**src/design/ghp_pkg.sv**
```systemverilog
`default_nettype none

package ghp_pkg;

  // Command codes
  typedef enum logic [1:0] {
    CMD_ALLOC   = 2'd0,
    CMD_RELEASE = 2'd1,
    CMD_LOOKUP  = 2'd2,
    CMD_REPORT  = 2'd3
  } cmd_e;

  // Result codes
  typedef enum logic [1:0] {
    RC_OK       = 2'd0,
    RC_EMPTY    = 2'd1,
    RC_INVALID  = 2'd2,
    RC_OVERFLOW = 2'd3
  } rc_e;

  // Slot state codes
  localparam logic [2:0] ST_NONE        = 3'd0;
  localparam logic [2:0] ST_PENDING     = 3'd1;
  localparam logic [2:0] ST_DOWNLOADING = 3'd2;

  // Input word
  typedef struct packed {
    cmd_e        command;
    logic [31:0] handle;
    logic [15:0] slot_number;
    logic [2:0]  new_state;
    logic [15:0] new_status;
  } in_word_t;

  // Result word
  typedef struct packed {
    rc_e         result_code;
    logic [31:0] handle_out;
    logic [15:0] slot_out;
    logic [2:0]  state_out;
    logic [15:0] status_out;
    logic        cancel_request;
  } out_word_t;

  // One slot table entry
  typedef struct packed {
    logic [15:0] gen;
    logic [2:0]  state;
    logic [15:0] status;
  } slot_ent_t;

  // Slot table write request
  typedef struct packed {
    logic      en;
    slot_ent_t ent;
  } slot_wr_t;

  // Free stack operation
  typedef struct packed {
    logic        pop;
    logic        push;
    logic [15:0] idx;
  } stk_op_t;

  // Generation bump, zero is skipped
  function automatic logic [15:0] next_gen(input logic [15:0] g);
    logic [15:0] n;
    n = g + 16'd1;
    return (n == 16'd0) ? 16'd1 : n;
  endfunction

endpackage

`default_nettype wire

```
**src/design/ghp_ram.sv**
```systemverilog
`default_nettype none

module ghp_ram #(
  parameter int WIDTH = 16,
  parameter int DEPTH = 16,
  localparam int AW = (DEPTH > 1) ? $clog2(DEPTH) : 1
) (
  input  wire logic             clk,
  input  wire logic             we,
  input  wire logic [AW-1:0]    waddr,
  input  wire logic [WIDTH-1:0] wdata,
  input  wire logic             re,
  input  wire logic [AW-1:0]    raddr,
  output logic      [WIDTH-1:0] rdata
);

  logic [WIDTH-1:0] mem_r [DEPTH];
  logic [WIDTH-1:0] q_r;

  // Read returns the old contents on a same-address write
  always_ff @(posedge clk) begin
    if (we) begin
      mem_r[waddr] <= wdata;
    end
    if (re) begin
      q_r <= mem_r[raddr];
    end
  end

  assign rdata = q_r;

endmodule

`default_nettype wire

```
**src/design/ghp_free_stack.sv**
```systemverilog
`default_nettype none

module ghp_free_stack
  import ghp_pkg::*;
#(
  parameter int POOL_SLOTS = 16,
  localparam int SW = (POOL_SLOTS > 1) ? $clog2(POOL_SLOTS) : 1,
  localparam int TW = $clog2(POOL_SLOTS + 1)
) (
  input  wire logic          clk,
  input  wire logic          rst_n,
  input  wire logic          clr_busy,
  input  wire logic [SW-1:0] clr_addr,
  input  wire stk_op_t       op,
  output logic      [TW-1:0] top,
  output logic      [15:0]   tos,
  output logic      [15:0]   tos_nxt
);

  logic [TW-1:0] top_r, top_nxt;
  logic [15:0]   tos_r;
  logic          byp_r, byp_nxt;
  logic [15:0]   byp_val_r, byp_val_nxt;
  logic [15:0]   second;
  logic          we;
  logic [SW-1:0] waddr;
  logic [15:0]   wdata;
  logic [TW:0]   rd_pos;
  logic [15:0]   rd_data;

  // Entry below the cached top: forwarded right after a push
  assign second = byp_r ? byp_val_r : rd_data;

  always_comb begin
    top_nxt     = top_r;
    tos_nxt     = tos_r;
    byp_nxt     = byp_r;
    byp_val_nxt = byp_val_r;
    we          = 1'b0;
    waddr       = clr_addr;
    wdata       = 16'(POOL_SLOTS) - 16'(clr_addr);
    if (clr_busy) begin
      we = 1'b1;
    end else if (op.pop) begin
      top_nxt = top_r - TW'(1);
      tos_nxt = second;
      byp_nxt = 1'b0;
    end else if (op.push) begin
      top_nxt     = top_r + TW'(1);
      tos_nxt     = op.idx;
      byp_nxt     = 1'b1;
      byp_val_nxt = tos_r;
      // old top drops into the memory
      if (top_r != '0) begin
        we    = 1'b1;
        waddr = SW'(top_r - TW'(1));
        wdata = tos_r;
      end
    end
  end

  // Keep the read pointed at the entry below the next top
  assign rd_pos = (TW+1)'(top_nxt) - (TW+1)'(2);

  ghp_ram #(
    .WIDTH (16),
    .DEPTH (POOL_SLOTS)
  ) u_ram (
    .clk   (clk),
    .we    (we),
    .waddr (waddr),
    .wdata (wdata),
    .re    (1'b1),
    .raddr (SW'(rd_pos)),
    .rdata (rd_data)
  );

  always_ff @(posedge clk) begin
    if (!rst_n) begin
      top_r     <= TW'(POOL_SLOTS);
      tos_r     <= 16'd1;
      byp_r     <= 1'b1;
      byp_val_r <= 16'd2;
    end else begin
      top_r     <= top_nxt;
      tos_r     <= tos_nxt;
      byp_r     <= byp_nxt;
      byp_val_r <= byp_val_nxt;
    end
  end

  assign top = top_r;
  assign tos = tos_r;

endmodule

`default_nettype wire

```
**src/design/ghp_slot_table.sv**
```systemverilog
`default_nettype none

module ghp_slot_table
  import ghp_pkg::*;
#(
  parameter int POOL_SLOTS = 16,
  localparam int SW = (POOL_SLOTS > 1) ? $clog2(POOL_SLOTS) : 1
) (
  input  wire logic          clk,
  input  wire logic          rst_n,
  input  wire logic          clr_busy,
  input  wire logic [SW-1:0] clr_addr,
  input  wire logic          rd_en,
  input  wire logic [SW-1:0] rd_addr,
  input  wire slot_wr_t      wr,
  input  wire logic [SW-1:0] wr_addr,
  output slot_ent_t          rd_ent
);

  logic          byp_r, byp_nxt;
  slot_ent_t     byp_val_r, byp_val_nxt;
  logic          we;
  logic [SW-1:0] waddr;
  slot_ent_t     wdata;
  slot_ent_t     q;

  // Clearing pass has priority over the exec write
  always_comb begin
    we    = clr_busy | wr.en;
    waddr = clr_busy ? clr_addr : wr_addr;
    wdata = clr_busy ? '0 : wr.ent;
  end

  // Same-edge write to the address being read is forwarded
  always_comb begin
    byp_nxt     = byp_r;
    byp_val_nxt = byp_val_r;
    if (rd_en) begin
      byp_nxt     = wr.en && (wr_addr == rd_addr);
      byp_val_nxt = wr.ent;
    end
  end

  ghp_ram #(
    .WIDTH ($bits(slot_ent_t)),
    .DEPTH (POOL_SLOTS)
  ) u_ram (
    .clk   (clk),
    .we    (we),
    .waddr (waddr),
    .wdata (wdata),
    .re    (rd_en),
    .raddr (rd_addr),
    .rdata (q)
  );

  always_ff @(posedge clk) begin
    if (!rst_n) begin
      byp_r <= 1'b0;
    end else begin
      byp_r <= byp_nxt;
    end
  end

  always_ff @(posedge clk) begin
    byp_val_r <= byp_val_nxt;
  end

  assign rd_ent = byp_r ? byp_val_r : q;

endmodule

`default_nettype wire

```
**src/design/generational_handle_pool_core.sv**
```systemverilog
`default_nettype none

// Channel   Ports                          Word
// --------  -----------------------------  ----------
// command   in_valid / in_ready / in_data   in_word_t
// result    out_valid / out_ready / out_data out_word_t
//
// One command per cycle while no clearing pass runs and the result is not stalled.
// Slot table read at the accept edge, then execute into the result register.
// After reset a clearing pass over all POOL_SLOTS entries fills the free stack and
// zeroes the slot table; in_ready stays low during it.
// A stalled result holds the execute stage; a new command is still taken while
// the execute stage is empty.

module generational_handle_pool_core
  import ghp_pkg::*;
#(
  parameter int POOL_SLOTS = 16,
  localparam int SW = (POOL_SLOTS > 1) ? $clog2(POOL_SLOTS) : 1,
  localparam int TW = $clog2(POOL_SLOTS + 1)
) (
  input  wire logic      clk,
  input  wire logic      rst_n,
  input  wire logic      in_valid,
  output logic           in_ready,
  input  wire in_word_t  in_data,
  output logic           out_valid,
  input  wire logic      out_ready,
  output out_word_t      out_data
);

  logic          clr_busy_r;
  logic [SW-1:0] clr_cnt_r;
  logic          s1_valid_r;
  in_word_t      s1_word_r;
  logic          out_valid_r;
  out_word_t     out_data_r;
  logic          s1_fire;
  logic          acc;
  logic [SW-1:0] rd_addr;
  slot_ent_t     ent;
  slot_wr_t      wr;
  logic [SW-1:0] wr_addr;
  stk_op_t       op;
  logic [TW-1:0] top;
  logic [15:0]   tos;
  logic [15:0]   tos_nxt;
  out_word_t     res;
  logic [15:0]   idx;
  logic          in_range;
  logic          gen_ok;
  logic [15:0]   gen_bump;

  // Handshake
  assign s1_fire  = s1_valid_r && (!out_valid_r || out_ready);
  assign in_ready = !clr_busy_r && (!s1_valid_r || s1_fire);
  assign acc      = in_valid && in_ready;

  // Slot table read address for the incoming word
  always_comb begin
    case (in_data.command)
      CMD_ALLOC:  rd_addr = SW'(tos_nxt - 16'd1);
      CMD_REPORT: rd_addr = SW'(in_data.slot_number - 16'd1);
      default:    rd_addr = SW'(in_data.handle[15:0] - 16'd1);
    endcase
  end

  ghp_slot_table #(
    .POOL_SLOTS (POOL_SLOTS)
  ) u_slots (
    .clk      (clk),
    .rst_n    (rst_n),
    .clr_busy (clr_busy_r),
    .clr_addr (clr_cnt_r),
    .rd_en    (acc),
    .rd_addr  (rd_addr),
    .wr       (wr),
    .wr_addr  (wr_addr),
    .rd_ent   (ent)
  );

  ghp_free_stack #(
    .POOL_SLOTS (POOL_SLOTS)
  ) u_stack (
    .clk      (clk),
    .rst_n    (rst_n),
    .clr_busy (clr_busy_r),
    .clr_addr (clr_cnt_r),
    .op       (op),
    .top      (top),
    .tos      (tos),
    .tos_nxt  (tos_nxt)
  );

  // Execute stage
  always_comb begin
    case (s1_word_r.command)
      CMD_ALLOC:  idx = tos;
      CMD_REPORT: idx = s1_word_r.slot_number;
      default:    idx = s1_word_r.handle[15:0];
    endcase
    in_range = (idx != 16'd0) && ({1'b0, idx} <= 17'(POOL_SLOTS));
    gen_ok   = ent.gen == s1_word_r.handle[31:16];
    gen_bump = next_gen(ent.gen);

    res        = '0;
    res.result_code = RC_OK;
    wr.en      = 1'b0;
    wr.ent     = ent;
    wr_addr    = SW'(idx - 16'd1);
    op.pop     = 1'b0;
    op.push    = 1'b0;
    op.idx     = idx;

    case (s1_word_r.command)
      CMD_ALLOC: begin
        if (top == '0) begin
          res.result_code = RC_EMPTY;
        end else begin
          wr.en          = s1_fire;
          wr.ent.gen     = gen_bump;
          wr.ent.state   = ST_PENDING;
          wr.ent.status  = 16'd0;
          op.pop         = s1_fire;
          res.handle_out = {gen_bump, idx};
          res.slot_out   = idx;
        end
      end
      CMD_RELEASE: begin
        if (!(in_range && gen_ok)) begin
          res.result_code = RC_INVALID;
        end else begin
          res.cancel_request = (ent.state == ST_PENDING) ||
                               (ent.state == ST_DOWNLOADING);
          wr.en         = s1_fire;
          wr.ent.gen    = gen_bump;
          wr.ent.state  = ST_NONE;
          wr.ent.status = 16'd0;
          res.slot_out  = idx;
          if (top == TW'(POOL_SLOTS)) begin
            res.result_code = RC_OVERFLOW;
          end else begin
            op.push = s1_fire;
          end
        end
      end
      CMD_LOOKUP: begin
        if (!(in_range && gen_ok)) begin
          res.result_code = RC_INVALID;
        end else begin
          res.state_out  = ent.state;
          res.status_out = ent.status;
        end
      end
      default: begin
        if (!in_range) begin
          res.result_code = RC_INVALID;
        end else begin
          wr.en         = s1_fire;
          wr.ent.state  = s1_word_r.new_state;
          wr.ent.status = s1_word_r.new_status;
          res.slot_out  = idx;
        end
      end
    endcase
  end

  // Control registers
  always_ff @(posedge clk) begin
    if (!rst_n) begin
      clr_busy_r  <= 1'b1;
      clr_cnt_r   <= '0;
      s1_valid_r  <= 1'b0;
      out_valid_r <= 1'b0;
    end else begin
      if (clr_busy_r) begin
        clr_cnt_r <= clr_cnt_r + SW'(1);
        if (clr_cnt_r == SW'(POOL_SLOTS - 1)) begin
          clr_busy_r <= 1'b0;
        end
      end
      if (acc) begin
        s1_valid_r <= 1'b1;
      end else if (s1_fire) begin
        s1_valid_r <= 1'b0;
      end
      if (s1_fire) begin
        out_valid_r <= 1'b1;
      end else if (out_ready) begin
        out_valid_r <= 1'b0;
      end
    end
  end

  // Payload registers
  always_ff @(posedge clk) begin
    if (acc) begin
      s1_word_r <= in_data;
    end
    if (s1_fire) begin
      out_data_r <= res;
    end
  end

  assign out_valid = out_valid_r;
  assign out_data  = out_data_r;

endmodule

`default_nettype wire
```
**config.mk**
```make
export PLATFORM = sky130hd
export DESIGN_NAME = generational_handle_pool_core
export DESIGN_NICKNAME = d
export VERILOG_FILES = /design/src/design/ghp_pkg.sv /design/src/design/ghp_ram.sv /design/src/design/ghp_free_stack.sv /design/src/design/ghp_slot_table.sv /design/src/design/generational_handle_pool_core.sv
export SDC_FILE = /design/constraint.sdc
export NUM_CORES = 1
export LEC_CHECK = 0
export BUFFER_PORTS_ARGS = -buffer_cell sky130_fd_sc_hd__buf_2
export CORE_MARGIN = 4
export CORE_UTILIZATION = 35
export DETAILED_ROUTE_END_ITERATION = 10
export GPL_ROUTABILITY_DRIVEN = 0
export PLACE_DENSITY = 0.53
export REMOVE_ABC_BUFFERS = 1
export SLEW_MARGIN = 20
export SYNTH_ARGS = -nofsm -noshare
export SYNTH_HDL_FRONTEND = slang
export SYNTH_SLANG_ARGS = --single-unit
```
**constraint.sdc**
```tcl
create_clock -name clk -period 11.3 [get_ports clk]
set_clock_uncertainty 0.15 [all_clocks]
set_input_delay 1.13 -clock clk [delete_from_list [all_inputs] [get_ports clk]]
set_output_delay 1.13 -clock clk [all_outputs]
set_load 0.01 [all_outputs]
```
==> results.toml <==
[yosys]
syn-cell-area_um2 = 43200
ys_ff_latch = 1087
synth_cell_types = 70
postSynthCellCount = 2270
synth-edff-count = 1025
avgSynthCellArea_um2 = 19.0
synthArstFlopShare_pct = 0
yosys_warnings = 0
ys_seq_area_share_pct = 74.1
yosys-top-cells-area = "edfxtp_1 71%, mux4_2 12%, dfxtp_1 2.9%"
ys.flop_type = "edfxtp_1"
synth_top_area_cell = "edfxtp_1"
yosysTopAreaCellShare_pct = 71.2

[placed_design]
hpwl_um = 61400
dpl_cell_area_um2 = 46100
dpl_worst_slack_ns = 3.68
io_buffers = 144
dp.cells = 3980

[cts]
cts-resized-gates = 0
insertion_delay_ns = 0.72
clockRootBuffer = "clkbuf_16"
cts_htree_levels = 3
cts.sinks = 1087
path_clk_slew_ns = 0.06
ctsLongestPathBuffers = 3
cts-hold-fix-buffers = 0
post_cts.repair.setup_buffers = 0
tritoncts.num_buffers = 109
cts_tree = "yes"

[drt]
drt-wirelength-per-cell_um = 26.3
viasPerCell = 5.27
ant_nets = 0
drt_iter0_drc = 2113
vias = 22100
routed_wl_um = 110000
drt-pass1-iter-count = 5
drc = 0

[worst_setup_path]
cp-end-kind = "flip-flop"
ff2ff_setup_slack_ns = 3.95
timing.rr.end = "u_slots.u_ram.rdata[23]"
crit_type = "flip-flop to flip-flop"
crit_arrival_ns = 7.63
worst_setup_path_start_kind = "flip-flop"
cp_max_fo = 52
cp.required_ns = 11.59
reg2reg_depth = 16
r2r-start = "s1_word_r[67]"

[final_layout]
final-seq-area_um2 = 32000
fillers = 10800
multi_input_area_um2 = 10800
final_core_util_pct = 40.6
drive_gt1_share_pct = 26.4
finalNonFillerCells = 4186
antenna_cells = 0
finalInstanceArea_um2 = 49600
fin_nets = 2555
area_delta_synth_final_pct = 14.9

[global_route]
grt_max_degree = 105
grt_use_total_pct = 16.7
grt_pass1_vias = 22800
grt_pass1_wl_um = 159000
grt-ovfl-total = 0
antenna_found_initial = 5

[timing]
setup_slack_ns = 3.95
max_freq_mhz = 136
maxSlewViolCount = 0
slew_headroom_pct = 25.7
rsz0062_at_grt = "no"
worstMarginPinSlew_ns = 1.11
holdWs_ns = 0.301
setup_violations = 0
hold_viol = 0
timing.final.crit_share_pct = 65.0
fin_crit_ns = 7.35

[worst_hold_path]
hold-path-endpoint = "u_stack.byp_val_r[9]"
hold_start = "u_stack.byp_val_r[9]"
whs_path_depth = 2
hp-class = "flip-flop to flip-flop"

[power_and_ir_drop]
p_leak_nw = 16.6
vdd_drop_max_mv = 0.118
powerDensity_nw_per_um2 = 170

[floorplan]
coreArea_um2 = 122000
pin_count = 145
core.rowCount = 128
die_area_um2 = 129000
die_h_um = 359
die_x_um = 359
start_util_pct = 35.4

[status]
status = "finished clean"

[job]
maxCapViolCount = 0
[cells in the mapped netlist (all sizes together) (6+ instances only)]
cell / number
mux2: 8
nand2: 115
a221oi: 9
xnor2: 28
a21oi: 55
o21ai: 58
nor2: 140
a221o: 8
edfxtp: 1025
buf: 33
nor2b: 29
o211ai: 18
mux2i: 89
ha: 16
o22ai: 13
a211oi: 26
mux4: 239
clkbuf: 87
or2: 11
dfxtp: 62
xor2: 16
inv: 18
nor3: 15
and2: 50
nor4: 8
nand3: 17
and3: 10
nand4: 6
[logic make-up (layout without fill, tap and decap cells)]
family | count (synthesis) | after routing | share of synthesized area, %
flops | 1087 | 1087 | 74.1
simple gates | 422 | 422 | 4.74
mux | 336 | 336 | 14.9
compound gates | 225 | 225 | 3.39
buf+inv | 138 | 429 | 1.38
xor+xnor | 46 | 46 | 1.02
fa+ha+maj | 16 | 16 | 0.463
[through the flow]
stage | TNS [ns] | power, W
finish | 0 | 0.00845
global route | 0 | 0.00876
CTS | 0 | 0.00856
detailed placement | 0 | 0.00503
global placement | 0 | 0.00502
floorplan | -234.93 | 0.00490
[layer usage]
layer  wire, um  vias to the layer above  global-route usage [%]
met1      46500                    11700                    22.1
met3       5440                      153                    2.99
met2      55800                      626                    28.9
met5         13                        -                       0
met4       2160                        2                    3.95
li1           -                     9547                       -
[critical path, cell delays in order (launching register included)]
cell and delay [ns]:
edfxtp_1 0.41, inv_1 0.11, ha_1 0.82, inv_2 0.19, o21ai_1 0.61, ha_1 0.34, nand4_1 0.12, and4_1 0.36
a31oi_1 0.28, o21a_1 0.17, o31a_2 0.12, buf_4 0.63, inv_1 0.19, ha_4 0.87, buf_4 0.71, mux4_2 0.41
mux4_2 0.47
[flip-flops by register name, summed over array words and instances (netlist names)]
signal	flops
u_slots.u_ram.mem_r	560
u_stack.u_ram.mem_r	256
out_data	70
s1_word_r	69
u_slots.byp_val_r	35
u_slots.u_ram.rdata	35
u_stack.byp_val_r	16
u_stack.tos	16
u_stack.u_ram.rdata	16
u_stack.top	5
clr_cnt_r	4
clr_busy_r	1
out_valid	1
s1_valid_r	1
u_slots.byp_r	1
u_stack.byp_r	1
[power by group]
group | total [W] | internal (W) | switching, W
clock | 0.00352 | 0.00199 | 0.00153
combinational | 0.000475 | 0.000203 | 0.000273
sequential | 0.00446 | 0.00444 | 0.0000155
[cell type report]
type,count,share of cell area (%)
Clock buffer,147,5.99
Inverter,18,0.146
Tap cell,1625,4.10
Sequential cell,1087,64.5
Clock inverter,59,1.04
Timing Repair Buffer,205,2.40
Multi-Input combinational cell,1045,21.8
[placed cells by master, fill, tap and decap left out, drive strengths merged, types with 46 or more instances in the layout]
master	netlist	routed
a21oi	55	55
and2	50	50
buf	33	205
clkbuf	87	147
clkinv	0	46
dfxtp	62	62
edfxtp	1025	1025
mux2i	89	89
mux4	239	239
nand2	115	115
nor2	140	140
o21ai	58	58
[how the worst max path moves through the flow]
stage / startpoint / endpoint / depth (start not counted)
after detailed placement: out_ready / u_slots.u_ram.rdata[27] / 14
after global routing: s1_word_r[68] / u_slots.u_ram.rdata[23] / 16
final: s1_word_r[67] / u_slots.u_ram.rdata[23] / 16
after global placement: out_ready / u_slots.u_ram.rdata[26] / 14
after floorplan: out_ready / u_slots.u_ram.rdata[0] / 11
after CTS: s1_word_r[67] / u_slots.u_ram.rdata[27] / 16
Power figures use the tool's default switching activity.
